### src/hw/rtl/qjt_pkg.sv
`timescale 1ns / 1ps
// ----------------------------------------------------------------------------
// qjt_pkg: shared types and constants
// Widths, reset pose and register indexes for the quintic trajectory block.
// ----------------------------------------------------------------------------
package qjt_pkg;

	localparam int JOINTS    = 7;
	localparam int JIDX_W    = $clog2(JOINTS);
	localparam int POS_W     = 16;
	localparam int ELAPSED_W = 27;
	localparam int DUR_W     = 26;
	localparam int PERIOD_W  = 16;
	localparam int S_W       = 17;              // Q1.16 value in 0..1.0 inclusive
	localparam int DIV_STEPS = 16;
	localparam int CNT_W     = $clog2(DIV_STEPS + 1);
	localparam int Q_W       = 20;              // 10 - 15s + 6s^2 in Q16
	localparam int CFG_IDX_W = 4;

	localparam logic [CFG_IDX_W-1:0] CFG_IDX_DUR = CFG_IDX_W'(JOINTS);

	localparam logic [S_W-1:0]   ONE_Q16   = S_W'(65536);
	localparam logic [DUR_W-1:0] DUR_RESET = DUR_W'(10000000);

	typedef logic signed [POS_W-1:0] pos_t;

	localparam pos_t END_RESET [JOINTS] = '{
		16'sd0, -16'sd3355, 16'sd6730, -16'sd6582, -16'sd9302, 16'sd5894, 16'sd2753
	};

endpackage

### src/hw/rtl/qjt_blend.sv
`timescale 1ns / 1ps
// ----------------------------------------------------------------------------
// qjt_blend: quintic blend polynomial
// Three registered multiply stages: b = min((s^3 * (10 - 15s + 6s^2)) >> 16, 1.0)
// ----------------------------------------------------------------------------
module qjt_blend import qjt_pkg::*; (
	input  logic           clk,
	input  logic           arst_n,
	input  logic           start,
	input  logic [S_W-1:0] s,
	output logic           done,
	output logic [S_W-1:0] blend
);

	localparam logic [21:0] Q_TEN = 22'd655360;

	logic           v_s1, v_s2, v_s3;
	logic [S_W-1:0] s_s1, s2_s1;
	logic [S_W-1:0] s3_s2;
	logic [Q_W-1:0] q_s2;
	logic [S_W-1:0] b_s3;

	logic [2*S_W-1:0]   sq;
	logic [2*S_W-1:0]   cube;
	logic [21:0]        s15, s2x6, q_full;
	logic [S_W+Q_W-1:0] bq;
	logic [S_W+Q_W-17:0] b_sh;

	assign sq   = s * s;
	assign cube = s2_s1 * s_s1;
	assign s15  = (22'(s_s1) << 4) - 22'(s_s1);
	assign s2x6 = (22'(s2_s1) << 2) + (22'(s2_s1) << 1);
	// wraps modulo 2^22; true value fits as a signed number
	assign q_full = Q_TEN - s15 + s2x6;
	assign bq     = s3_s2 * q_s2;
	assign b_sh   = bq[S_W+Q_W-1:16];

	always_ff @(posedge clk or negedge arst_n) begin
		if (!arst_n) begin
			v_s1 <= 1'b0;
			v_s2 <= 1'b0;
			v_s3 <= 1'b0;
		end else begin
			v_s1 <= start;
			v_s2 <= v_s1;
			v_s3 <= v_s2;
		end
	end

	always_ff @(posedge clk) begin
		s_s1  <= s;
		s2_s1 <= sq[32:16];
		s3_s2 <= cube[32:16];
		q_s2  <= q_full[21] ? '0 : q_full[Q_W-1:0];
		b_s3  <= (b_sh > (S_W+Q_W-16)'(ONE_Q16)) ? ONE_Q16 : b_sh[S_W-1:0];
	end

	assign done  = v_s3;
	assign blend = b_s3;

endmodule

### config.mk
export PLATFORM = sky130hd
export DESIGN_NAME = qjt_blend
export DESIGN_NICKNAME = d
export VERILOG_FILES = /design/src/hw/rtl/qjt_pkg.sv /design/src/hw/rtl/qjt_blend.sv
export SDC_FILE = /design/constraint.sdc
export NUM_CORES = 2
export LEC_CHECK = 0
export BUFFER_PORTS_ARGS = -buffer_cell sky130_fd_sc_hd__buf_4
export CAP_MARGIN = 20
export CORE_MARGIN = 5
export CORE_UTILIZATION = 45
export DETAILED_ROUTE_END_ITERATION = 8
export PLACE_DENSITY = 0.65
export SYNTH_ARGS = -nofsm -noshare
export SYNTH_HDL_FRONTEND = slang
export SYNTH_SLANG_ARGS = --single-unit
### constraint.sdc
create_clock -name clk -period 9.65 [get_ports clk]
set_clock_uncertainty 0.05 [all_clocks]
set_input_delay 0.965 -clock clk [delete_from_list [all_inputs] [get_ports clk]]
set_output_delay 0.965 -clock clk [all_outputs]
set_load 0.01 [all_outputs]
* Word level (Yosys, flattened, before mapping)
Index checks and enable logic that the tools add are counted.
** Word-level totals
- Memory bits (writable) :: 0
- Bits in read-only memories :: 0
- Bits in latches :: 0
- Input port bits :: 20
- Register bits :: 91
- Memories kept :: 0
- Output and inout port bits :: 18
** Cells by class
- Equality and inequality tests :: 0
- Magnitude comparators :: 1
- Reductions and logical operators :: 0
- Shifts and indexed selects :: 0
- Div/mod/pow operators :: 0
- Bitwise operators :: 0
- Multipliers :: 3
- Add/sub/neg operators :: 4
- Mux-type cells :: 0
** Operators with widths (count)
- multiplier 17 x 17 -> 33 bit :: 2
- multiplier 17 x 20 -> 37 bit :: 1
- adder 22 x 20 -> 22 bit :: 1
- subtractor 20 x 22 -> 22 bit, first input constant :: 1
- subtractor 21 x 17 -> 22 bit :: 1
- greater-than comparator 21 x 17 -> 1 bit, second input constant :: 1
- adder 19 x 18 -> 20 bit :: 1

* Logic depth before layout (Yosys ltp)
- Word-level depth :: 3
- Mapped depth :: 26
- Depth with buffers taken out :: 24

* Worst setup path after synthesis
OpenSTA, ideal clock, no wires.
- Kind :: in2reg
- From :: in s[9]
- To :: reg s2_s1[16]
- Stages :: 22
- Arrival :: 6.368 ns
- Library setup time :: 0.129 ns
- Setup slack :: 3.104 ns
- Data required time :: 9.471 ns
- Path buffers :: 1
- Cell sequence :: clkbuf_1 nand2_1 inv_1 fa_1 inv_1 fa_1 inv_1 fa_1 fa_1 inv_1 fa_1 inv_1 fa_1 ha_1 a21o_1 a211o_1 a221oi_2 o31ai_2 a31oi_1 o31a_1 o21a_1 o211ai_1
** On the way
- Longest elaborated chain between the ends :: 1
** Ends and longest elaborated chain
- start: declaration :: line qjt_blend.sv:10 : input logic [S_W-1:0] s,
- multiplier 17 x 17 -> 33 bit :: line qjt_blend.sv:29 : assign sq = s * s;
- net sq[32] :: line qjt_blend.sv:23 : logic [2*S_W-1:0] sq;
- end signal: assignment :: line qjt_blend.sv:52 : s2_s1 <= sq[32:16];
- end: declaration :: line qjt_blend.sv:18 : logic [S_W-1:0] s_s1, s2_s1;
The timed path passes the listed nets, and every way through them passes these cells.
A chain may end at the register's enable or synchronous reset.

* Final worst setup path
- From :: reg s3_s2[8]
- To :: reg b_s3[14] (netlist: blend[14])
** On the way
- Longest elaborated chain between the ends :: 2
** Ends and longest elaborated chain
- start: declaration :: line qjt_blend.sv:19 : logic [S_W-1:0] s3_s2;
- start signal: assignment :: line qjt_blend.sv:53 : s3_s2 <= cube[32:16];
- multiplier 17 x 20 -> 37 bit * :: line qjt_blend.sv:35 : assign bq = s3_s2 * q_s2;
- greater-than comparator 21 x 17 -> 1 bit :: line qjt_blend.sv:55 : b_s3 <= (b_sh > (S_W+Q_W-16)'(ONE_Q16)) ? ONE_Q16 : b_sh[S_W-1:0];
- end signal: assignment :: line qjt_blend.sv:55
- end: declaration :: line qjt_blend.sv:21 : logic [S_W-1:0] b_s3;
Mark *: on every way between the ends. The rest lies on a longest branch, timed or not.

==> results.yml <==
placement:
  hpwl_um: 57400
  io_buffers: 37
  dpl_cell_area_um2: 32000
  placed_cells: 4265
  place_congestion: 0.867
  dpl_worst_slack_ps: 2280
routing:
  ant_nets: 0
  wire_per_inst_um: 16.2
  initialDrtViolationCount: 1109
  routed_wl_um: 69100
  drtPass1Iterations: 6
  drc_errors: 0
  via_per_inst: 5.03
  via_count: 21500
timing:
  min_period_ps: 7490
  fmax_mhz: 134
  setup_ws_ps: 2160
  max_slew_margin_pct: 38.2
  fin_crit_sh_pct: 77.6
  setup-tns-final_ps: 0
  setup_viol: 0
  worstMarginPinSlew_ps: 925
  rsz0062_at_grt: "false"
  drv_slew: 0
  hold_viol_final: 0
yosys:
  seq_area_frac_synth_pct: 5.93
  synth.distinct_cells: 83
  syn_area_per_cell_um2: 8.98
  async_flop_share_pct: 3.30
  netlist_instances: 3450
  synth-seq-cells: 91
  synth_common_cells: "inv_1 (943), fa_1 (708), nand2_1 (479), ha_1 (349), and2_1 (223)"
  syn_nets: 4527
  synth_edf_count: 0
  synth_area_um2: 31000
  post-synth-top-count-cell: "inv_1"
  yosysWarnings: 0
  synth_top_area_share_pct: 45.8
  yosysTopAreaCell: "fa_1"
  ys.flop_type: "dfxtp_1"
  netlist_top_cells_area: "fa_1 (46%), ha_1 (14%), inv_1 (11%), nand2_1 (5.8%), dfxtp_1 (5.7%)"
cells_and_area:
  design_area_um2: 32300
  area_growth_pct: 4.38
  antenna_cells: 0
  drive_above_1_share_pct: 3.09
  final_nets: 4471
  instances_no_fill: 4281
clock_tree:
  clk_pin_slew_ps: 70
  root_buffer: "clkbuf_16"
  clock-sinks: 91
  clk_latency_ps: 380
  cts_resized: 0
  cts_buffer_depth: 2
  cts_tree: "yes"
  cts_buffers: 9
  ctsHoldBuffers: 0
  post_cts_buffers: 0
  h-tree-depth: 3
grt:
  grt_pass1_vias: 23800
  grt_usage_pct: 19.9
  grt_overflow: 0
  grt_max_degree: 21
  grt_pass1_wl_um: 120000
  antenna_found_initial: 0
die:
  coreArea_um2: 68500
  start_util_pct: 45.2
  pin_count: 38
  fp.dieW_um: 272
  die_h_um: 272
  rows: 96
  dieArea_um2: 74200
run:
  drv_cap: 0
setup_path:
  crit_required_ps: 9910
  critPathMaxStageDelay_ps: 910
  crit_chain: "nand2_1 -> fa_1 -> inv_1 -> fa_1 -> fa_1 -> fa_1 -> fa_1 -> inv_1 -> fa_1 -> inv_1 -> ha_1 -> nand2_1 -> o211ai_1 -> a32o_1 -> o211ai_1 -> o21a_2 -> a31oi_1 -> mux2i_1 -> nand2_1 -> nor3_1"
  cp-start-kind: "flop"
  cp_max_fo: 20
  slowest_stage: "dfxtp_1"
  worstPathArrival_ps: 7750
  cpMostUsedCell: "fa_1"
  crit_type: "reg -> reg"
  end_kind: "flop"
status:
  outcome: "finished, final reports clean"
worst_hold_path:
  hold_class: "in -> async"
-- sequential cells by signal, summed over array words and instances, names as in the netlist --
| signal | cells |
|---|---|
| q_s2 | 20 |
| blend | 17 |
| s2_s1 | 17 |
| s3_s2 | 17 |
| s_s1 | 17 |
| done | 1 |
| v_s1 | 1 |
| v_s2 | 1 |
-- final timing paths --
check,to,startpoint,cells after the start,slack [ps]
worst max-delay path,blend[14],s3_s2[8],20,2160
worst min-delay path,done,arst_n,1,300
worst max register to register,blend[14],s3_s2[8],20,2160
worst min register to register,done,v_s2,0,310
max in group asynchronous,v_s1,arst_n,1,9160
min in group clk,done,v_s2,0,310
-- stage by stage --
| step | util [%] | hold slack [ps] |
|---|---|---|
| 2_1_floorplan | - | 281 |
| 3_3_place_gp | 46.7 | 286 |
| 3_5_place_dp | 46.7 | 287 |
| 4_1_cts | 47.2 | 279 |
| 5_1_grt | 47.2 | 290 |
| 6_report | 47.2 | 301 |
-- kinds of logic after synthesis --
kind of cell	share of synthesized area, %
simple gates	14.5
fa+ha+maj	59.9
mux	0.0687
xor+xnor	2.18
flops	5.93
compound gates	4.54
buf+inv	12.9
-- worst max-delay path: cells and delay by family, from the launching register on --
kind | cells | cell delay [ps]
flip-flops | 1 | 910
adder cells (fa/ha/maj) | 7 | 3470
AO/OA/AOI/OAI | 5 | 1130
buffers and inverters | 3 | 150
AND/OR/NAND/NOR | 4 | 950
multiplexers | 1 | 730
-- area by class of cell --
class | instances | area [µm²]
multi-input combinational | 2295 | 25100
timing repair buffer | 50 | 375
clock inverter | 7 | 101
tap | 882 | 1100
inverter | 947 | 3550
clock buffer | 9 | 225
sequential | 91 | 1840
fill | 6585 | 36100
-- placed cells by master (no fill, tap or decap), types with 11 or more instances in the layout --
| master | n |
|---|---|
| nor3_1 | 18 |
| ha_1 | 349 |
| xor2_1 | 28 |
| nor2_1 | 156 |
| nand4_1 | 12 |
| dfxtp_1 | 88 |
| buf_4 | 50 |
| and2_1 | 223 |
| a21o_1 | 25 |
| o211ai_1 | 11 |
| nand2_1 | 479 |
| inv_1 | 943 |
| nand3_1 | 12 |
| a21oi_1 | 60 |
| xnor2_1 | 44 |
| fa_1 | 708 |
| o21ai_0 | 24 |
-- layer usage --
| metal | vias to the layer above | wire, µm | GRT usage (%) | part of all wire [%] |
|---|---|---|---|---|
| li1 | 9957 | - | - | - |
| met1 | 11000 | 30000 | 27.0 | 43 |
| met2 | 537 | 33600 | 33.9 | 49 |
| met3 | 86 | 3800 | 2.56 | 5.5 |
| met4 | 0 | 1750 | 4.95 | 2.5 |
| met5 | - | 0 | 0 | 0 |
Power is left out: the tool's default activity adds up to more than one toggle a clock period on the data nets, which glitch-free logic cannot reach.
