[config.mk]
export PLATFORM = sky130hd
export DESIGN_NAME = qjt_lane
export DESIGN_NICKNAME = d
export VERILOG_FILES = /design/src/hw/rtl/qjt_pkg.sv /design/src/hw/rtl/qjt_lane.sv
export SDC_FILE = /design/constraint.sdc
export NUM_CORES = 1
export LEC_CHECK = 0
export ABC_AREA = 1
export BUFFER_PORTS_ARGS = -buffer_cell sky130_fd_sc_hd__buf_4
export CORE_MARGIN = 3
export CORE_UTILIZATION = 45
export DETAILED_ROUTE_END_ITERATION = 10
export HOLD_SLACK_MARGIN = 0.03
export PLACE_DENSITY = 0.71
export SYNTH_ARGS = -nofsm -noshare
export SYNTH_HDL_FRONTEND = slang
export SYNTH_SLANG_ARGS = --single-unit
[constraint.sdc]
create_clock -name clk -period 17.4 [get_ports clk]
set_clock_uncertainty 0.2 [all_clocks]
set_input_delay 3.48 -clock clk [delete_from_list [all_inputs] [get_ports clk]]
set_output_delay 3.48 -clock clk [all_outputs]
set_load 0.02 [all_outputs]
[src/hw/rtl/qjt_pkg.sv]
`timescale 1ns / 1ps
// ----------------------------------------------------------------------------
// qjt_pkg: shared types and constants
// Widths, reset pose and register indexes for the quintic trajectory block.
// ----------------------------------------------------------------------------
package qjt_pkg;

	localparam int JOINTS    = 7;
	localparam int JIDX_W    = $clog2(JOINTS);
	localparam int POS_W     = 16;
	localparam int ELAPSED_W = 27;
	localparam int DUR_W     = 26;
	localparam int PERIOD_W  = 16;
	localparam int S_W       = 17;              // Q1.16 value in 0..1.0 inclusive
	localparam int DIV_STEPS = 16;
	localparam int CNT_W     = $clog2(DIV_STEPS + 1);
	localparam int Q_W       = 20;              // 10 - 15s + 6s^2 in Q16
	localparam int CFG_IDX_W = 4;

	localparam logic [CFG_IDX_W-1:0] CFG_IDX_DUR = CFG_IDX_W'(JOINTS);

	localparam logic [S_W-1:0]   ONE_Q16   = S_W'(65536);
	localparam logic [DUR_W-1:0] DUR_RESET = DUR_W'(10000000);

	typedef logic signed [POS_W-1:0] pos_t;

	localparam pos_t END_RESET [JOINTS] = '{
		16'sd0, -16'sd3355, 16'sd6730, -16'sd6582, -16'sd9302, 16'sd5894, 16'sd2753
	};

endpackage

[src/hw/rtl/qjt_lane.sv]
`timescale 1ns / 1ps
// ----------------------------------------------------------------------------
// qjt_lane: one joint interpolator
// cmd = start + floor((end - start) * b / 2^16), product registered.
// ----------------------------------------------------------------------------
module qjt_lane import qjt_pkg::*; (
	input  logic           clk,
	input  logic           en,
	input  pos_t           start_pos,
	input  pos_t           end_pos,
	input  logic [S_W-1:0] blend,
	output pos_t           cmd
);

	logic signed [POS_W:0]        diff;
	logic signed [POS_W+S_W+1:0]  prod_s1;
	logic signed [POS_W+2:0]      step;
	logic signed [POS_W+2:0]      sum;

	assign diff = $signed({end_pos[POS_W-1], end_pos}) -
	              $signed({start_pos[POS_W-1], start_pos});

	always_ff @(posedge clk) begin
		if (en) begin
			prod_s1 <= diff * $signed({1'b0, blend});
		end
	end

	assign step = prod_s1[POS_W+S_W+1:16];    // arithmetic shift, floors
	assign sum  = step + $signed({{3{start_pos[POS_W-1]}}, start_pos});
	assign cmd  = sum[POS_W-1:0];

endmodule

# Word level (Yosys, flattened, before mapping)
# Cells that the tools add are included.
word_totals:
  reg_bits: 32
  in_bits: 51
  out_inout_bits: 16
  word_cells: 4
op_classes:
  n_addsub: 2
  multipliers: 1
op_table:
  columns: ["op", "count"]
  rows:
  - ["17-bit by 18-bit multiplier with 32-bit output", 1]
  - ["16-bit by 16-bit subtractor with 17-bit output", 1]
  - ["16-bit adder", 1]

# Longest topological paths before layout
# Gate-level depths: netlist of run 1.
depth:
  ltp_word: 2
  mapped_depth: 39
  ltp_nobuf: 38

# Worst setup path after synthesis of run 1
# No wires, ideal clock.
synth_path:
  kind: "input -> register"
  start: "input end_pos[0]"
  end: "register prod_s1[21], data pin"
  setup_ns: 0.265
  t_arrival_ns: 9.369
  required_ns: 16.935
  path_slack_ns: 7.566
  cell_stages: 30
  n_path_buf: 1
  path_cell_list: "inv_1 ha_1 fa_1 inv_1 nand2_1 nand2_1 nand2_1 o21bai_1 or2_2 nand2_1 inv_1 clkbuf_1 nand2_1 fa_1 inv_1 fa_1 inv_1 fa_1 fa_1 inv_1 fa_1 fa_1 ha_1 a21oi_1 o21ai_0 a21oi_1 o21ai_0 a21oi_1 o21ai_0 xor2_1"
synth_between:
  elab_chain_cells: 2
synth_rtl:
  columns: ["element", "line", "source"]
  rows:
  - ["from (decl)", "qjt_lane.sv:10", "input pos_t end_pos,"]
  - ["16-bit by 16-bit subtractor with 17-bit output", "qjt_lane.sv:20", "assign diff = $signed({end_pos[POS_W-1], end_pos}) -"]
  - ["17-bit by 18-bit multiplier with 32-bit output", "qjt_lane.sv:25", "prod_s1 <= diff * $signed({1'b0, blend});"]
  - ["to (signal assigned)", "qjt_lane.sv:25", null]
  - ["to (decl)", "qjt_lane.sv:16", "logic signed [POS_W+S_W+1:0] prod_s1;"]
# Every way passes these cells.
# A chain may end at the register's enable or synchronous reset.

# Worst setup path in the final report of run 1
layout_path:
  start: "input start_pos[0]"
  end: "register prod_s1[27], data pin"
layout_between:
  elab_chain_cells: 2
layout_rtl:
  columns: ["element", "line", "source"]
  rows:
  - ["from (decl)", "qjt_lane.sv:9", "input pos_t start_pos,"]
  - ["16-bit by 16-bit subtractor with 17-bit output", "qjt_lane.sv:20", null]
  - ["17-bit by 18-bit multiplier with 32-bit output", "qjt_lane.sv:25", null]
# Every way passes these cells.

==> results of run 1 <==
==> stage by stage <==
| step | setup slack, ps | utilization [%] | cells |
|---|---|---|---|
| floorplan | 7566 | - | 1498 |
| global placement | 6357 | 49.53 | 1851 |
| detailed placement | 6374 | 49.53 | 1851 |
| CTS | 6606 | 49.85 | 1855 |
| global route | 6097 | 49.85 | 1855 |
| finish | 6527 | 49.85 | 1855 |
==> per-layer routing <==
metal | up-vias | wire length [um] | share of wire (%) | global-route usage (%)
li1 | 4546 | - | - | -
met1 | 4772 | 13510 | 41 | 32.31
met2 | 405 | 15630 | 47 | 40.58
met3 | 90 | 2633 | 8.0 | 3.975
met4 | 0 | 1166 | 3.5 | 6.510
met5 | - | 0 | 0 | 0
==> final timing paths <==
| path | cells after the start | endpoint | slack (ps) |
|---|---|---|---|
| hold / removal | 1 | prod_s1[29] | 3410 |
| setup / recovery | 29 | prod_s1[27] | 6530 |
==> critical path: cells and delay by family <==
kind / cells / cell delay [ps]
XOR/XNOR: 2 / 1040
AO/OA/AOI/OAI: 4 / 630
adder cells (fa/ha/maj): 9 / 3540
AND/OR/NAND/NOR: 6 / 740
buffers and inverters: 8 / 1200
==> synth_stat cells (5+ instances only) <==
cell type / instances
clkbuf_1: 29
ha_1: 137
a31oi_1: 6
clkinv_1: 6
xnor2_1: 11
nand3_1: 75
o21bai_1: 5
nand4_1: 5
nor3_1: 8
fa_1: 225
nor2_1: 183
edfxtp_1: 16
or2_2: 9
inv_1: 374
nand2_1: 267
xor2_1: 22
a21oi_1: 59
o21ai_0: 24
==> layout make-up <==
class / instances / area, um^2 / share of cell area (%)
Clock inverter: 1 / 3.754 / 0.03052
Tap cell: 324 / 405.4 / 3.296
Sequential cell: 16 / 480.5 / 3.906
Multi-Input combinational cell: 1065 / 9414 / 76.53
Clock buffer: 3 / 75.07 / 0.6103
Timing Repair Buffer: 66 / 495.5 / 4.028
Inverter: 380 / 1426 / 11.60
==> logic make-up (layout without fill, tap and decap cells) <==
kind of cell,Yosys count,after routing
compound gates,110,110
xor+xnor,33,33
fa+ha+maj,362,362
buf+inv,417,450
flops,16,16
simple gates,560,560
==> layout by cell type (no fill, tap or decap), types with 5 or more instances in the layout <==
cell type	n
inv_1	374
nand2_1	267
fa_1	225
nor2_1	183
ha_1	137
nand3_1	75
buf_4	66
a21oi_1	59
o21ai_0	24
xor2_1	22
edfxtp_1	16
xnor2_1	11
or2_2	9
nor3_1	8
clkinv_1	7
a31oi_1	6
o21bai_1	5
nand4_1	5
==> metrics, run 1 <==
GRT Residual Overflow=0; First DRT Iteration DRCs=685; Mean Syn Cell Area=7.667 um^2; chip height=~170 um; drt first pass iters=5; Worst Setup End Kind=register; Hold Crit Class=in -> reg; Layout Nets=1,945; Netlist Area Pre-Place=roughly 11,000 um^2; status=complete, no violations; mux cell area share after synthesis=0%; Distinct cells, synth=36; GPL Wtd Cong=0.9795; Area growth syn-to-layout=7.103%; Die X=165.8 um; setup TNS=0 ps; Hold Crit Start=en; GR Util All Layers=24.04%; Num CTS Buffers=3; ANT cells=0; Vias=between 9,000 and 10,000; hold buffers post-CTS=0; biggest regs=prod_s1 (16); largest net degree at the start of global routing=18; Post-route DRC=0; synthesized flop and latch total=16; initial antenna violation count=0; synth top area cells=fa_1, ha_1, inv_1, nand2_1, nor2_1; first-pass GRT wire length=about 53,000 um; Adder-Cell Fraction of Synth Area=54.15%; total routed wirelength=~33,000 um; I/O pin count=67; H-tree depth=1; most used cell, CP=fa_1; Port Buf Inserts=66; post-CTS setup buffers=0; main combinational cell family by area after synthesis=adder cells; deepest clock path buffer count=2; post-synthesis simple-gate area fraction=19.87%; register area share after synthesis=4.183%; # rows=57; Post-Synth XOR/XNOR Area=2.517%; CTS tree=done; Final Hold Fails=0; crit path max fanout=9; # clock sinks=16; Die Area=approximately 27,000 um^2; DPL Wire Length=28,320 um; final worst path period need=10,870 ps; vias in the first global route=10,220; hold_ws=3409 ps; Placed Area=between 10,000 and 15,000 um^2; Synth Instances=1,498; Yosys warning total=0; final setup fails=0; Req. time, crit path=approximately 17,000 ps; Slew HR=a little under a quarter; Crit path arrival time=10,670 ps; wire per inst=17.75 um; starting density of the core=between 40% and 50%; WS Path Type=in -> reg; CP peak stage delay=around 900 ps; fillcell total=~2,500; Worst Max-Slew Pin Slew=1153 ps; routed vias/inst=5.290; antenna-violating nets left=0; Core ar.=about 25,000 um^2; PostCTS Resize Cnt=0; EDFF count, synth=16; ys async rst share=0%; Max-cap violations=0; RSZ-0062 raised after global routing=no; Top reg by flops=prod_s1; area leader, netlist=fa_1; critical path's slowest cell=xnor2_1; Fmax=0.09197 GHz; clock slew at reported path FFs=around 50 ps; proportion of layout cells with a drive suffix above 1=5.748%; compound-cell area share of the yosys netlist=roughly 5.4%; Largest register FFs=16; CP Launch Type=input pin; Design Area, Final=approximately 12,000 um^2; Final Max Tran Viols=0; predominant post-synthesis flop cell=edfxtp_1; Final Cycle Share=a little over three fifths; worst setup path startpoint=start_pos[0]; CTS Root Cell=clkbuf_16; syn nets=1,911; Synth top area share=39.22%
Power of run 1 is not shown: default switching activity piles up to over one toggle a cycle in this logic, so the estimate is an artifact.
==> run 2: changes to the inputs <==
==> constraint.sdc (replaced) <==
create_clock -name clk -period 10.3 [get_ports clk]
set_clock_uncertainty 0.2 [all_clocks]
set_input_delay 2.06 -clock clk [delete_from_list [all_inputs] [get_ports clk]]
set_output_delay 2.06 -clock clk [all_outputs]
set_load 0.02 [all_outputs]
==> metrics, run 2 (synthesis gave the netlist of run 1 again) <==
initial antenna violation count=1; I/O pin count=67; Final Hold Fails=0; Die X=roughly 170 um; final worst path period need=9191 ps; # rows=57; Crit path arrival time=8970 ps; PostCTS Resize Cnt=0; fillcell total=2,505; Area growth syn-to-layout=7.332%; Post-route DRC=0; final setup fails=0; crit path max fanout=13; Top reg by flops=prod_s1; Hold Crit Class=in -> reg; Setup WS pre-CTS=901.8 ps; deepest clock path buffer count=2; CP peak stage delay=550 ps; proportion of layout cells with a drive suffix above 1=5.997%; H-tree depth=1; Num CTS Buffers=3; setup TNS=0 ps; routed vias/inst=5.277; hold buffers post-CTS=0; hold depth=1; WS Path Type=in -> reg; CP Launch Type=input pin; Req. time, crit path=10,080 ps; Final Util=49.95%; ANT cells=0; clock slew at reported path FFs=50 ps; Slew HR=48.47%; Largest register FFs=16; Layout Nets=between 1,500 and 2,000; drt first pass iters=6; post-CTS setup buffers=0; commonest non-fill, non-tap cell in the layout=inv_1; Port Buf Inserts=66; antenna-violating nets left=0; RSZ-0062 raised after global routing=no; final worst slack=1109 ps; GPL Wtd Cong=0.9670; most used cell, CP=fa_1; largest net degree at the start of global routing=18; Hold Crit Start=en; GRT Residual Overflow=0; Fmax=approximately 0.11 GHz; total routed wirelength=32,820 um; final cell count without fillers=1,858; Core ar.=24,680 um^2; Max-cap violations=0; chip height=approximately 170 um; First DRT Iteration DRCs=724; Hold EP=prod_s1[29]; vias in the first global route=around 10,000; Final Cycle Share=between 80% and 90%; Vias=9,805; Worst Setup End Kind=register; Worst Max-Slew Pin Slew=771.1 ps; most frequent cells in the layout=inv_1, nand2_1, fa_1; biggest regs=prod_s1 (16); DPL Wire Length=28,260 um; first-pass GRT wire length=52,670 um; Die Area=27,470 um^2; starting density of the core=46.54%; CTS tree=done; DP Cell Count=1,855; # clock sinks=16; CTS Root Cell=clkbuf_16; GR Util All Layers=a little under a quarter; worst setup path startpoint=start_pos[0]; status=complete, no violations; Final Max Tran Viols=0; wire per inst=~18 um; critical path's slowest cell=fa_1
## run 2: worst max-delay path: cells and delay by family
kind	cells	cell delay [ps]
buffers and inverters	6	800
AND/OR/NAND/NOR	9	1080
XOR/XNOR	1	140
adder cells (fa/ha/maj)	9	3970
AO/OA/AOI/OAI	4	920
## run 2: how the worst max path moves through the flow
stage                     depth (start not counted)           to
after detailed placement                         29  prod_s1[21]
after global routing                             29  prod_s1[21]
final                                            29  prod_s1[21]
after floorplan                                  30  prod_s1[21]
after CTS                                        29  prod_s1[21]
after global placement                           29  prod_s1[21]
## run 2: cell type report
cell class                      instances  area (um^2)  share of cell area (%)
Multi-Input combinational cell       1065         9414                   76.37
Sequential cell                        16        480.5                   3.898
Tap cell                              324        405.4                   3.289
Timing Repair Buffer                   70        525.5                   4.263
Inverter                              380         1426                   11.57
Clock buffer                            3        75.07                  0.6090
## run 2: through the flow
step / instance area [um^2] / hold slack (ps)
after CTS: 12330 / 1995
after floorplan: 11480 / 1973
after global placement: 12250 / 2252
final: 12330 / 1995
after detailed placement: 12250 / 2251
after global routing: 12330 / 2000
## run 2: per-layer routing
layer	vias up	part of all wire, %	track usage, %
met3	70	7.8	3.571
met4	2	2.6	5.208
li1	4558	-	-
met2	395	49	40.67
met1	4780	41	32.40
met5	-	0.040	0
Power of run 2 is left out for the same reason.
