**src/hw/rtl/qjt_pkg.sv**
```systemverilog
`timescale 1ns / 1ps
// ----------------------------------------------------------------------------
// qjt_pkg: shared types and constants
// Widths, reset pose and register indexes for the quintic trajectory block.
// ----------------------------------------------------------------------------
package qjt_pkg;

	localparam int JOINTS    = 7;
	localparam int JIDX_W    = $clog2(JOINTS);
	localparam int POS_W     = 16;
	localparam int ELAPSED_W = 27;
	localparam int DUR_W     = 26;
	localparam int PERIOD_W  = 16;
	localparam int S_W       = 17;              // Q1.16 value in 0..1.0 inclusive
	localparam int DIV_STEPS = 16;
	localparam int CNT_W     = $clog2(DIV_STEPS + 1);
	localparam int Q_W       = 20;              // 10 - 15s + 6s^2 in Q16
	localparam int CFG_IDX_W = 4;

	localparam logic [CFG_IDX_W-1:0] CFG_IDX_DUR = CFG_IDX_W'(JOINTS);

	localparam logic [S_W-1:0]   ONE_Q16   = S_W'(65536);
	localparam logic [DUR_W-1:0] DUR_RESET = DUR_W'(10000000);

	typedef logic signed [POS_W-1:0] pos_t;

	localparam pos_t END_RESET [JOINTS] = '{
		16'sd0, -16'sd3355, 16'sd6730, -16'sd6582, -16'sd9302, 16'sd5894, 16'sd2753
	};

endpackage

```
**src/hw/rtl/qjt_div.sv**
```systemverilog
`timescale 1ns / 1ps
// ----------------------------------------------------------------------------
// qjt_div: normalized time divider
// Restoring divider, one quotient bit per cycle: s = (elapsed << 16) / dur,
// valid only for elapsed <= dur.
// ----------------------------------------------------------------------------
module qjt_div import qjt_pkg::*; (
	input  logic                 clk,
	input  logic                 arst_n,
	input  logic                 start,
	input  logic [ELAPSED_W-1:0] elapsed,
	input  logic [DUR_W-1:0]     dur,
	output logic                 done,
	output logic [S_W-1:0]       quot
);

	logic [DUR_W-1:0] rem_q;
	logic [S_W-1:0]   quot_q;
	logic [CNT_W-1:0] cnt_q;
	logic             busy_q;
	logic             done_q;

	logic [DUR_W:0]     rem2;
	logic               ge;
	logic [DUR_W:0]     rem_nxt;
	logic               first;
	logic [ELAPSED_W-1:0] first_rem;

	assign rem2    = {rem_q, 1'b0};
	assign ge      = rem2 >= {1'b0, dur};
	assign rem_nxt = ge ? rem2 - {1'b0, dur} : rem2;

	// integer bit: set when elapsed reaches dur, which in the valid range means equal
	assign first     = elapsed >= ELAPSED_W'(dur);
	assign first_rem = first ? elapsed - ELAPSED_W'(dur) : elapsed;

	always_ff @(posedge clk or negedge arst_n) begin
		if (!arst_n) begin
			busy_q <= 1'b0;
			done_q <= 1'b0;
			cnt_q  <= '0;
		end else begin
			done_q <= 1'b0;
			if (start) begin
				busy_q <= 1'b1;
				cnt_q  <= CNT_W'(DIV_STEPS);
			end else if (busy_q) begin
				cnt_q <= cnt_q - 1'b1;
				if (cnt_q == CNT_W'(1)) begin
					busy_q <= 1'b0;
					done_q <= 1'b1;
				end
			end
		end
	end

	always_ff @(posedge clk) begin
		if (start) begin
			rem_q  <= first_rem[DUR_W-1:0];
			quot_q <= {{(S_W-1){1'b0}}, first};
		end else if (busy_q) begin
			rem_q  <= rem_nxt[DUR_W-1:0];
			quot_q <= {quot_q[S_W-2:0], ge};
		end
	end

	assign done = done_q;
	assign quot = quot_q;

endmodule

```
**config.mk**
```make
export PLATFORM = sky130hd
export DESIGN_NAME = qjt_div
export DESIGN_NICKNAME = d
export VERILOG_FILES = /design/src/hw/rtl/qjt_pkg.sv /design/src/hw/rtl/qjt_div.sv
export SDC_FILE = /design/constraint.sdc
export NUM_CORES = 1
export LEC_CHECK = 0
export BUFFER_PORTS_ARGS = -buffer_cell sky130_fd_sc_hd__clkbuf_2
export CAP_MARGIN = 20
export CORE_ASPECT_RATIO = 1.5
export CORE_MARGIN = 8
export CORE_UTILIZATION = 54
export CTS_CLUSTER_DIAMETER = 150
export DETAILED_ROUTE_END_ITERATION = 10
export HOLD_SLACK_MARGIN = 0.06
export PLACE_DENSITY = 0.83
export SKIP_LAST_GASP = 1
export SYNTH_ARGS = -nofsm -noshare
export SYNTH_HDL_FRONTEND = slang
export SYNTH_SLANG_ARGS = --single-unit
```
**constraint.sdc**
```tcl
create_clock -name clk -period 2.85 [get_ports clk]
set_clock_uncertainty 0.15 [all_clocks]
set_input_delay 0.285 -clock clk [delete_from_list [all_inputs] [get_ports clk]]
set_output_delay 0.285 -clock clk [all_outputs]
set_load 0.01 [all_outputs]
```
Word level (Yosys, flattened, before mapping)
Index checks and enable logic that the tools add are counted.
- word-level logic and storage cells: 27
- register bits after elaboration: 50
- input port bits: 56
- output and inout port bits: 18
- equality and inequality tests: 1
- multiplexer cells: 14
- $lt $le $gt $ge: 2
- $add $sub $neg: 3
- reduce and logical (&&, ||, !) cells: 1
- operators with widths (kind ; count):
    $mux W26 ; 4
    $ge A27 B26 Y1 ; 2
    $sub A26 B26 Y26 ; 2
    $mux W5 ; 2
    $mux W1 ; 8
    $eq A5 B1 Y1 const B ; 1
    $sub A5 B1 Y5 const B ; 1
    $reduce_bool A2 Y1 ; 1

Longest topological paths before layout
Gate-level depths: netlist of the first run.
- depth after elaboration: 4
- mapped depth: 13
- gate-level depth less buffers: 12

Worst setup path before layout of the first run
No wires, ideal clock.
- kind: reg-to-reg
- start point: register rem_q[0]
- end point: register rem_q[24] (data pin)
- slack: -130 ps
- required time: 2446 ps
- stages on the path, launching flop included: 12
- clock period less this slack: 2980 ps
- setup time: 254 ps
- arrival time: 2576 ps
- buffers on the path: 1
- path through: edfxtp_1 ha_1 nor2b_1 o2111ai_1 a221oi_2 o21ai_2 a21boi_2 o21ai_2 o31ai_4 buf_6 mux2_2 o21a_1
- cells in the longest elaborated chain, start to end: 4
- elaborated cells between the ends (all ways): 5
- classes of those cells: add/sub (1); order compare (1); mux (3)
- ends and longest elaborated chain (what ; line ; RTL):
    start, declared ; qjt_div.sv:17 ; logic [DUR_W-1:0] rem_q;
    start signal, assigned ; qjt_div.sv:59 ; rem_q <= first_rem[DUR_W-1:0];
    start signal, assigned ; qjt_div.sv:62 ; rem_q <= rem_nxt[DUR_W-1:0];
    $sub A26 B26 Y26 or $ge A27 B26 Y1 (tied branches) ; qjt_div.sv:31, qjt_div.sv:30 ;
    $mux W26 (*) ; qjt_div.sv:31 ; assign rem_nxt = ge ? rem2 - {1'b0, dur} : rem2;
    $mux W26 (*) ; qjt_div.sv:61 ; end else if (busy_q) begin
    $mux W26 (*) ; qjt_div.sv:58 ; if (start) begin
Every way passes the cells marked *; elsewhere a longest branch is shown, timed or not. The select of a mux whose other input is x is not followed.
A chain may end at the register's enable or synchronous reset.

Worst setup path in the final report of the first run
Ends and elaborated chain as after synthesis.

==> results of run 1 <==
## metrics by stage
| step | util | worst slack, ns | TNS (ns) | total power [uW] | hold WS (ns) |
|---|---|---|---|---|---|
| after detailed placement | 0.687 | -0.328 | -5.98 | 4990 | -0.0208 |
| after CTS | 0.709 | -0.213 | -4.16 | 5710 | 0.196 |
| after floorplan | - | -0.0363 | -0.0363 | 3730 | -0.161 |
| after global routing | 0.718 | -0.313 | -7.08 | 6310 | 0.219 |
| after global placement | 0.687 | -0.260 | -4.09 | 4850 | -0.0269 |
| final | 0.718 | -0.234 | -4.49 | 5970 | 0.197 |
## metal layers
metal | GRT usage | vias up | share of wire
met5 | 0 | - | 0
met4 | 0.148 | 0 | 0.050
met3 | 0.0336 | 68 | 0.042
met2 | 0.472 | 186 | 0.54
met1 | 0.226 | 2643 | 0.36
li1 | - | 2621 | -
## path summary, 6_finish.rpt
path	start	endpoint	slack [ns]	depth (start not counted)
max in group asynchronous	arst_n	done	2.19	2
max reg2reg	rem_q[0]	rem_q[24]	-0.23	11
min in group clk	elapsed[11]	rem_q[11]	0.22	3
min reg2reg	quot[16]	quot[16]	0.36	2
min	arst_n	cnt_q[1]	0.20	2
max	rem_q[0]	rem_q[24]	-0.23	11
## worst max-delay path: stages, from the launching register on
cell	delay [ns]
edfxtp_1	0.45
ha_4	0.30
nor2b_4	0.17
o2111ai_4	0.14
a221oi_4	0.36
o21ai_2	0.11
a21boi_2	0.18
o21ai_2	0.09
o31ai_4	0.23
buf_6	0.16
mux2_2	0.33
o21a_1	0.16
## cell families after synthesis
kind of cell	Yosys count	synth area share
AND/OR/NAND/NOR	168	0.152
AO/OA/AOI/OAI	166	0.202
multiplexers	68	0.128
buffers and inverters	67	0.0590
adder cells (fa/ha/maj)	56	0.134
flip-flops	50	0.245
XOR/XNOR	49	0.0803
## placed cells by master (no fill, tap or decap), types with 10 or more instances in the layout
| cell type | Yosys | routed |
|---|---|---|
| buf_4 | 2 | 112 |
| nand4_1 | 11 | 11 |
| nand2b_1 | 10 | 10 |
| mux2i_1 | 64 | 63 |
| nor3_1 | 11 | 11 |
| dfxtp_1 | 16 | 16 |
| a21o_1 | 18 | 18 |
| a21oi_1 | 56 | 55 |
| o21ai_0 | 26 | 24 |
| clkbuf_2 | 0 | 73 |
| nand2_1 | 40 | 40 |
| nand3_1 | 14 | 13 |
| ha_1 | 54 | 51 |
| nor2_1 | 59 | 59 |
| xor2_1 | 12 | 12 |
| xnor2_1 | 37 | 37 |
| edfxtp_1 | 27 | 27 |
| inv_1 | 44 | 44 |
## area by class of cell
cell class              count  share of cell area
well taps                 115              0.0208
flip-flops and latches     50               0.189
clock inverters             3             0.00416
repair buffers            193               0.193
inverters                  44              0.0239
clock buffers               5              0.0181
multi-input cells         507               0.551
## state kept, by name, indices dropped and copies added (netlist names)
| signal | cells |
|---|---|
| busy_q | 1 |
| done | 1 |
| cnt_q | 5 |
| quot | 17 |
| rem_q | 26 |
## power by group
part           switching (uW)  leakage (uW)  internal [uW]  total (uW)
clock network             312     0.0000759            336         648
logic                    2040       0.00289           2020        4060
registers                 174      0.000501           1080        1260
## timing repair
action,4_1_cts,5_1_grt
gates cloned,0,1
pin swaps,3,3
endpoints found under the hold margin,7,0
setup buffers,4,2
endpoints found under the setup margin,26,27
hold buffers,1,0
resized for setup,3,9
==> impl_metrics.py, run 1 <==
metrics = {
    "outcome": {
        "run_status": "complete, but fails checks",
        "violations": "negative setup slack",
    },
    "timing": {
        "report.final.hold_viol_count": 0,
        "period_share": 1.08,
        "fin_crit_ns": 3.08,
        "rsz0062_at_grt": "yes",
        "tightest_slew_ns": 0.736,
        "fin_ws_ns": -0.234,
        "setup_viol": 26,
        "slew_viol_final": 0,
        "maxSlewHeadroom": 0.509,
        "fmax_mhz": 324,
    },
    "cts": {
        "ctsHtreeMaxLevel": 2,
        "clock_sinks": 50,
        "cts_made_buffers": 5,
        "cts.clk_slew.worst_paths_ns": 0.07,
        "cts_tree": "done",
        "cts-root-buf": "clkbuf_16",
        "cts_buffer_depth": 2,
        "insertion_delay_ns": 0.31,
    },
    "layout": {
        "diodes": 0,
        "layout-drive-gt1-share": 0.282,
        "num-fill-cells": 719,
        "fin_cells": 917,
        "register_area_sq_mm": 0.00131,
        "area_delta_synth_final_pct": 29.5,
        "multi_input_area_sq_mm": 0.00381,
        "stdcell_area_sq_mm": 0.00692,
        "nets": 913,
    },
    "synthesis": {
        "ys_ff_latch": 50,
        "synthesis.area_sq_mm": 0.00534,
        "syn-instance-count": 624,
        "synth_most_common_cell": "mux2i_1",
        "synth.distinct_cells": 66,
        "synth_top_cell_by_area": "edfxtp_1",
        "synth_edf_count": 27,
        "avgSynthCellArea_sq_um": 8.56,
        "ys_warn_count": 0,
        "synth_top_area_share": 0.152,
        "synthArstFlopShare": 0.140,
        "seq_area_frac_synth": 0.245,
        "ys.flop_type": "edfxtp_1",
        "synth_nets": 736,
        "yosys-top-cells-area": "edfxtp_1 15%, ha_1 13%, mux2i_1 12%",
        "synthTopCellsByCount": "64 x mux2i_1, 59 x nor2_1, 56 x a21oi_1",
    },
    "job": {
        "drv_cap": 0,
    },
    "critical_path": {
        "path_class": "register to register",
        "crit_path_end_kind": "register",
        "critPathMaxFanout": 4,
        "required_ns": 2.76,
        "critPathLaunchType": "register",
        "cp.arrival_ns": 2.99,
    },
    "floorplanning": {
        "dieArea_sq_mm": 0.0134,
        "core_sq_mm": 0.00963,
        "die_x_um": 97.2,
        "io_pins": 74,
        "start_util": 0.554,
        "die_h_um": 138,
        "rows": 44,
    },
    "drt": {
        "drt_wl_total_um": 16900,
        "dr.pass1.iters": 5,
        "drt_iter0_drc": 377,
        "wl_per_cell_um": 18.5,
        "ant_nets": 0,
        "viasPerCell": 6.02,
        "num_vias": 5518,
        "drc": 0,
    },
    "pwr": {
        "p_per_area_mw_per_mm2": 863,
        "peakVddDrop_mv": 0.573,
        "p_leak_uw": 0.00347,
    },
    "placement": {
        "dp.cells": 901,
        "io_buffers": 73,
        "post-dp-hpwl_um": 13500,
        "globalplace.congestion": 0.992,
        "placed_cell_area_sq_mm": 0.00662,
    },
    "global_routing": {
        "grt_max_degree": 33,
        "antenna_found_initial": 0,
        "grt_first_pass_wirelength_um": 26300,
        "first_global_vias": 5716,
        "grt-ovfl-total": 0,
        "track_usage": 0.238,
    },
    "worst_hold_path": {
        "hold_class": "primary input to asynchronous set/reset pin",
    },
}
Note: power is estimated with default switching activity, not from simulation.
==> run 2: changes to the inputs <==
- RECOVER_POWER: unset -> 50
==> impl_metrics.py, run 2 (synthesis results as in run 1) <==
metrics = {
    "global_routing": {
        "grt-ovfl-total": 0,
        "grtUsageMet3": 0.0336,
        "track_usage": 0.238,
        "antenna_found_initial": 0,
        "grtUsageMet2": 0.472,
        "first_global_vias": 5716,
        "grt_max_degree": 33,
        "gr-max-usage-layer": "met2",
        "grt_util_met1": 0.226,
        "grt_first_pass_wirelength_um": 26300,
    },
    "layout": {
        "layout-drive-gt1-share": 0.257,
        "area_delta_synth_final_pct": 29.0,
        "stdcell_area_sq_mm": 0.00689,
        "regMostFlops": "rem_q",
        "layout_commonest_cell": "buf_4",
        "register_area_sq_mm": 0.00131,
        "diodes": 0,
        "num-fill-cells": 727,
        "mostFrequentLayoutCells": "111 x buf_4, 63 x mux2i_1, 59 x nor2_1",
        "largest_register_ffs": 26,
        "nets": 913,
        "multi_input_area_sq_mm": 0.00381,
    },
    "cts": {
        "cts_made_buffers": 5,
        "cts_tree": "done",
        "clock_sinks": 50,
        "cts.clk_slew.worst_paths_ns": 0.08,
        "insertion_delay_ns": 0.31,
        "cts_buffer_depth": 2,
        "ctsHtreeMaxLevel": 2,
        "cts-root-buf": "clkbuf_16",
    },
    "timing": {
        "tightest_slew_ns": 1.02,
        "period_share": 1.08,
        "rsz0062_at_grt": "yes",
        "maxSlewHeadroom": 0.319,
        "fin_ws_ns": -0.230,
        "slew_viol_final": 0,
        "fmax_mhz": 325,
        "report.final.hold_viol_count": 0,
        "setup_viol": 26,
        "hold_slack_ns": 0.216,
        "fin_crit_ns": 3.08,
    },
    "outcome": {
        "run_status": "complete, but fails checks",
        "violations": "negative setup slack",
    },
    "floorplanning": {
        "io_pins": 74,
        "die_h_um": 138,
        "die_x_um": 97.2,
        "rows": 44,
        "core_sq_mm": 0.00963,
        "dieArea_sq_mm": 0.0134,
        "start_util": 0.554,
    },
    "critical_path": {
        "timing.rr.start": "rem_q[0]",
        "slowest_delay_ns": 0.45,
        "critPathLaunchType": "register",
        "path_class": "register to register",
        "crit_chain": "ha_4 -> nor2b_4 -> o2111ai_4 -> a221oi_4 -> o21ai_2 -> a21boi_2 -> o21ai_2 -> o31ai_4 -> buf_6 -> mux2_2 -> o21a_1",
        "critPathTopFamily": "compound AO/OA/AOI/OAI gates",
        "cp.depth": 11,
        "r2r_cells": 11,
        "crit_path_end_kind": "register",
        "critPathMaxFanout": 4,
        "crit_top_cell": "o21ai_2",
        "required_ns": 2.76,
        "path_buf_inv": 1,
        "slowest_stage": "edfxtp_1",
        "cp.arrival_ns": 2.99,
        "setup.worst_path.start": "rem_q[0]",
    },
    "placement": {
        "placed_cell_area_sq_mm": 0.00662,
        "globalplace.congestion": 0.992,
        "dpl_worst_slack_ns": -0.328,
        "post-dp-hpwl_um": 13500,
        "io_buffers": 73,
    },
    "drt": {
        "drt_wl_total_um": 17000,
        "num_vias": 5477,
        "viasPerCell": 5.97,
        "drc": 0,
        "wl_per_cell_um": 18.5,
        "drt_iter0_drc": 369,
        "dr.pass1.iters": 8,
        "ant_nets": 0,
    },
    "job": {
        "drv_cap": 0,
    },
    "worst_hold_path": {
        "holdPathStages": 3,
        "hp-start": "elapsed[11]",
        "hold_class": "primary input to register",
    },
    "pwr": {
        "peakVddDrop_mv": 0.573,
        "p_leak_uw": 0.00340,
        "p_per_area_mw_per_mm2": 866,
    },
}
## run 2: changes by cell type in the layout (fill, tap and decap cells not counted)
cell | before | now
clkbuf_1 | 0 | 20
buf_4 | 112 | 111
clkbuf_2 | 73 | 54
## run 2: layout make-up
type / instances / share of cell area
clock buffer: 5 / 0.0182
clock inverter: 3 / 0.00418
tap: 115 / 0.0209
multi-input combinational: 507 / 0.554
sequential: 50 / 0.190
timing repair buffer: 193 / 0.190
inverter: 44 / 0.0240
## run 2: metrics by stage
| step | power (uW) | std cells | setup TNS [ns] | utilization |
|---|---|---|---|---|
| finish | 5970 | 917 | -4.41 | 0.715 |
| global route | 6310 | 917 | -7.08 | 0.715 |
| detailed placement | 4990 | 901 | -5.98 | 0.687 |
| CTS | 5710 | 914 | -4.16 | 0.709 |
| floorplan | 3730 | 624 | -0.0363 | - |
| global placement | 4850 | 901 | -4.09 | 0.687 |
## run 2: tightest hold or removal path, stage by stage
cell and delay, ns:
clkbuf_2 0.09, a21oi_1 0.06, mux2i_1 0.12
## run 2: timing repair
item | CTS | global route
pin swaps | 3 | 3
resized for setup | 3 | 9
setup endpoints to repair | 26 | 27
setup buffers | 4 | 2
gates cloned | 0 | 1
hold buffers | 1 | 0
hold endpoints to repair | 7 | 0
## run 2: routing by layer
| layer | up-vias | wire (um) |
|---|---|---|
| met5 | - | 0 |
| met4 | 0 | 852 |
| met3 | 68 | 670 |
| met2 | 176 | 9210 |
| met1 | 2612 | 6220 |
| li1 | 2621 | - |
## run 2: report_power, final
group          internal [uW]  leakage (uW)  switching [uW]
Combinational           2020       0.00282            2050
Clock                    336     0.0000759             310
Sequential              1080      0.000501             174
## run 2: worst paths after layout
| path | end | slack [ns] |
|---|---|---|
| setup / recovery | rem_q[24] | -0.23 |
| hold / removal | rem_q[11] | 0.22 |
| setup reg to reg | rem_q[24] | -0.23 |
| hold reg to reg | quot[16] | 0.36 |
| max in group asynchronous | done | 2.02 |
| min in group asynchronous | cnt_q[1] | 0.26 |
==> run 3: changes to the inputs <==
- CORE_UTILIZATION: 54 -> 59
- PLACE_DENSITY: 0.83 -> 0.86
- clock period: 2.85 -> 3.1 ns (I/O delays scaled with it)
==> impl_metrics.py, run 3 (synthesis results as in run 1) <==
metrics = {
    "outcome": {
        "run_status": "complete, but fails checks",
        "violations": "negative setup slack",
    },
    "critical_path": {
        "critPathTopFamily": "compound AO/OA/AOI/OAI gates",
        "critPathLaunchType": "register",
        "path_class": "register to register",
        "slowest_stage": "edfxtp_1",
        "ff2ff_setup_slack_ns": -0.11,
        "crit_top_cell": "o21ai_2",
        "slowest_delay_ns": 0.45,
        "crit_path_end_kind": "register",
        "timing.rr.start": "rem_q[0]",
        "path_buf_inv": 2,
        "crit_chain": "ha_4 -> nor2b_4 -> o2111ai_4 -> a221oi_4 -> o21ai_2 -> a21boi_2 -> o21ai_2 -> o31ai_4 -> buf_6 -> buf_12 -> mux2i_4 -> mux2i_1",
        "r2r_cells": 12,
        "cp.arrival_ns": 3.08,
        "critPathMaxFanout": 8,
        "worstReg2RegEnd": "rem_q[21]",
        "required_ns": 2.97,
    },
    "cts": {
        "insertion_delay_ns": 0.31,
        "clock_sinks": 50,
        "ctsHtreeMaxLevel": 2,
        "cts.clk_slew.worst_paths_ns": 0.08,
        "cts_buffer_depth": 2,
        "cts-root-buf": "clkbuf_16",
        "cts_tree": "done",
        "cts_made_buffers": 5,
    },
    "layout": {
        "layout_commonest_cell": "mux2i_1",
        "nets": 860,
        "largest_register_ffs": 26,
        "diodes": 0,
        "num-fill-cells": 613,
        "regMostFlops": "rem_q",
        "area_delta_synth_final_pct": 22.4,
        "register_area_sq_mm": 0.00131,
        "multi_input_area_sq_mm": 0.00385,
        "utilization": 0.741,
        "mostFrequentLayoutCells": "60 x mux2i_1, 59 x nor2_1, 56 x buf_4",
        "layout-drive-gt1-share": 0.214,
    },
    "pwr": {
        "p_leak_uw": 0.00314,
        "p_per_area_mw_per_mm2": 831,
        "finalPower_uw": 5430,
        "peakVddDrop_mv": 0.442,
    },
    "worst_hold_path": {
        "hold_class": "primary input to register",
        "holdPathStages": 3,
        "hold_end": "rem_q[5]",
        "hp-start": "elapsed[5]",
    },
    "floorplanning": {
        "dieArea_sq_mm": 0.0124,
        "core_sq_mm": 0.00883,
        "io_pins": 74,
        "die_h_um": 133,
        "rows": 42,
        "start_util": 0.605,
        "die_x_um": 93.7,
    },
    "global_routing": {
        "antenna_found_initial": 0,
        "first_global_vias": 5743,
        "grt-ovfl-total": 0,
        "track_usage": 0.274,
        "grt_max_degree": 61,
        "grt_first_pass_wirelength_um": 27500,
    },
    "timing": {
        "period_share": 1.03,
        "tightest_slew_ns": 1.42,
        "report.final.hold_viol_count": 0,
        "setup_viol": 21,
        "fin_crit_ns": 3.21,
        "fmax_mhz": 312,
        "slew_viol_final": 0,
        "fin_ws_ns": -0.106,
        "rsz0062_at_grt": "yes",
        "maxSlewHeadroom": 0.0536,
    },
    "drt": {
        "drc": 0,
        "num_vias": 5504,
        "wl_per_cell_um": 19.9,
        "drt_wl_total_um": 17100,
        "drt_iter0_drc": 354,
        "viasPerCell": 6.41,
        "ant_nets": 0,
        "dr.pass1.iters": 5,
    },
    "job": {
        "drv_cap": 0,
    },
    "placement": {
        "post-dp-hpwl_um": 12600,
        "io_buffers": 73,
        "globalplace.congestion": 1.10,
    },
}
-- run 3: changes by cell type in the layout (fill, tap and decap cells not counted), moves of 2 or more --
cell | before | now
buf_4 | 111 | 56
mux2i_1 | 63 | 60
ha_1 | 51 | 49
ha_2 | 0 | 2
mux2i_2 | 0 | 2
-- run 3: per-layer routing --
metal | track usage | part of all wire | vias to the layer above
li1 | - | - | 2517
met1 | 0.292 | 0.37 | 2614
met2 | 0.483 | 0.51 | 283
met3 | 0.0493 | 0.062 | 90
met4 | 0.160 | 0.057 | 0
met5 | 0 | 0 | -
-- run 3: worst min-delay path, stage by stage --
cell	delay (ns)
clkbuf_2	0.09
a21oi_1	0.06
mux2i_1	0.13
-- run 3: area by class of cell --
type,instances,area share
inverter,44,0.0253
clock inverter,3,0.00440
clock buffer,5,0.0191
timing repair buffer,140,0.141
multi-input combinational,507,0.589
sequential,50,0.200
tap,110,0.0210
-- run 3: repair_timing --
action	4_1_cts	5_1_grt
pin swaps	9	4
cloned	1	0
endpoints found under the setup margin	26	27
gates resized for setup	19	11
setup buffers	9	2
endpoints found under the hold margin	7	0
hold buffers	1	0
-- run 3: how the worst max path moves through the flow --
stage	cells past startpoint	slack [ns]	endpoint	startpoint
3_5_place_dp	13	-0.21	rem_q[10]	dur[1]
5_1_grt	12	-0.18	rem_q[23]	rem_q[0]
3_3_place_gp	14	-0.07	rem_q[24]	elapsed[0]
2_1_floorplan	11	0.12	rem_q[24]	rem_q[0]
6_report	12	-0.11	rem_q[21]	rem_q[0]
4_1_cts	12	-0.13	rem_q[21]	rem_q[0]
-- run 3: metrics by stage --
| step | worst slack, ns | hold slack (ns) | cells | TNS [ns] | area (sq um) |
|---|---|---|---|---|---|
| floorplan | 0.120 | -0.136 | 624 | 0 | 5340 |
| global placement | -0.0716 | -0.00181 | 838 | -0.839 | 6140 |
| detailed placement | -0.212 | 0.00256 | 838 | -3.61 | 6140 |
| CTS | -0.125 | 0.216 | 857 | -1.26 | 6500 |
| global route | -0.182 | 0.255 | 859 | -3.29 | 6540 |
| finish | -0.106 | 0.256 | 859 | -1.04 | 6540 |
-- run 3: power by group --
| part | switching, uW | internal, uW |
|---|---|---|
| clock | 278 | 308 |
| sequential | 170 | 999 |
| combinational | 1920 | 1750 |
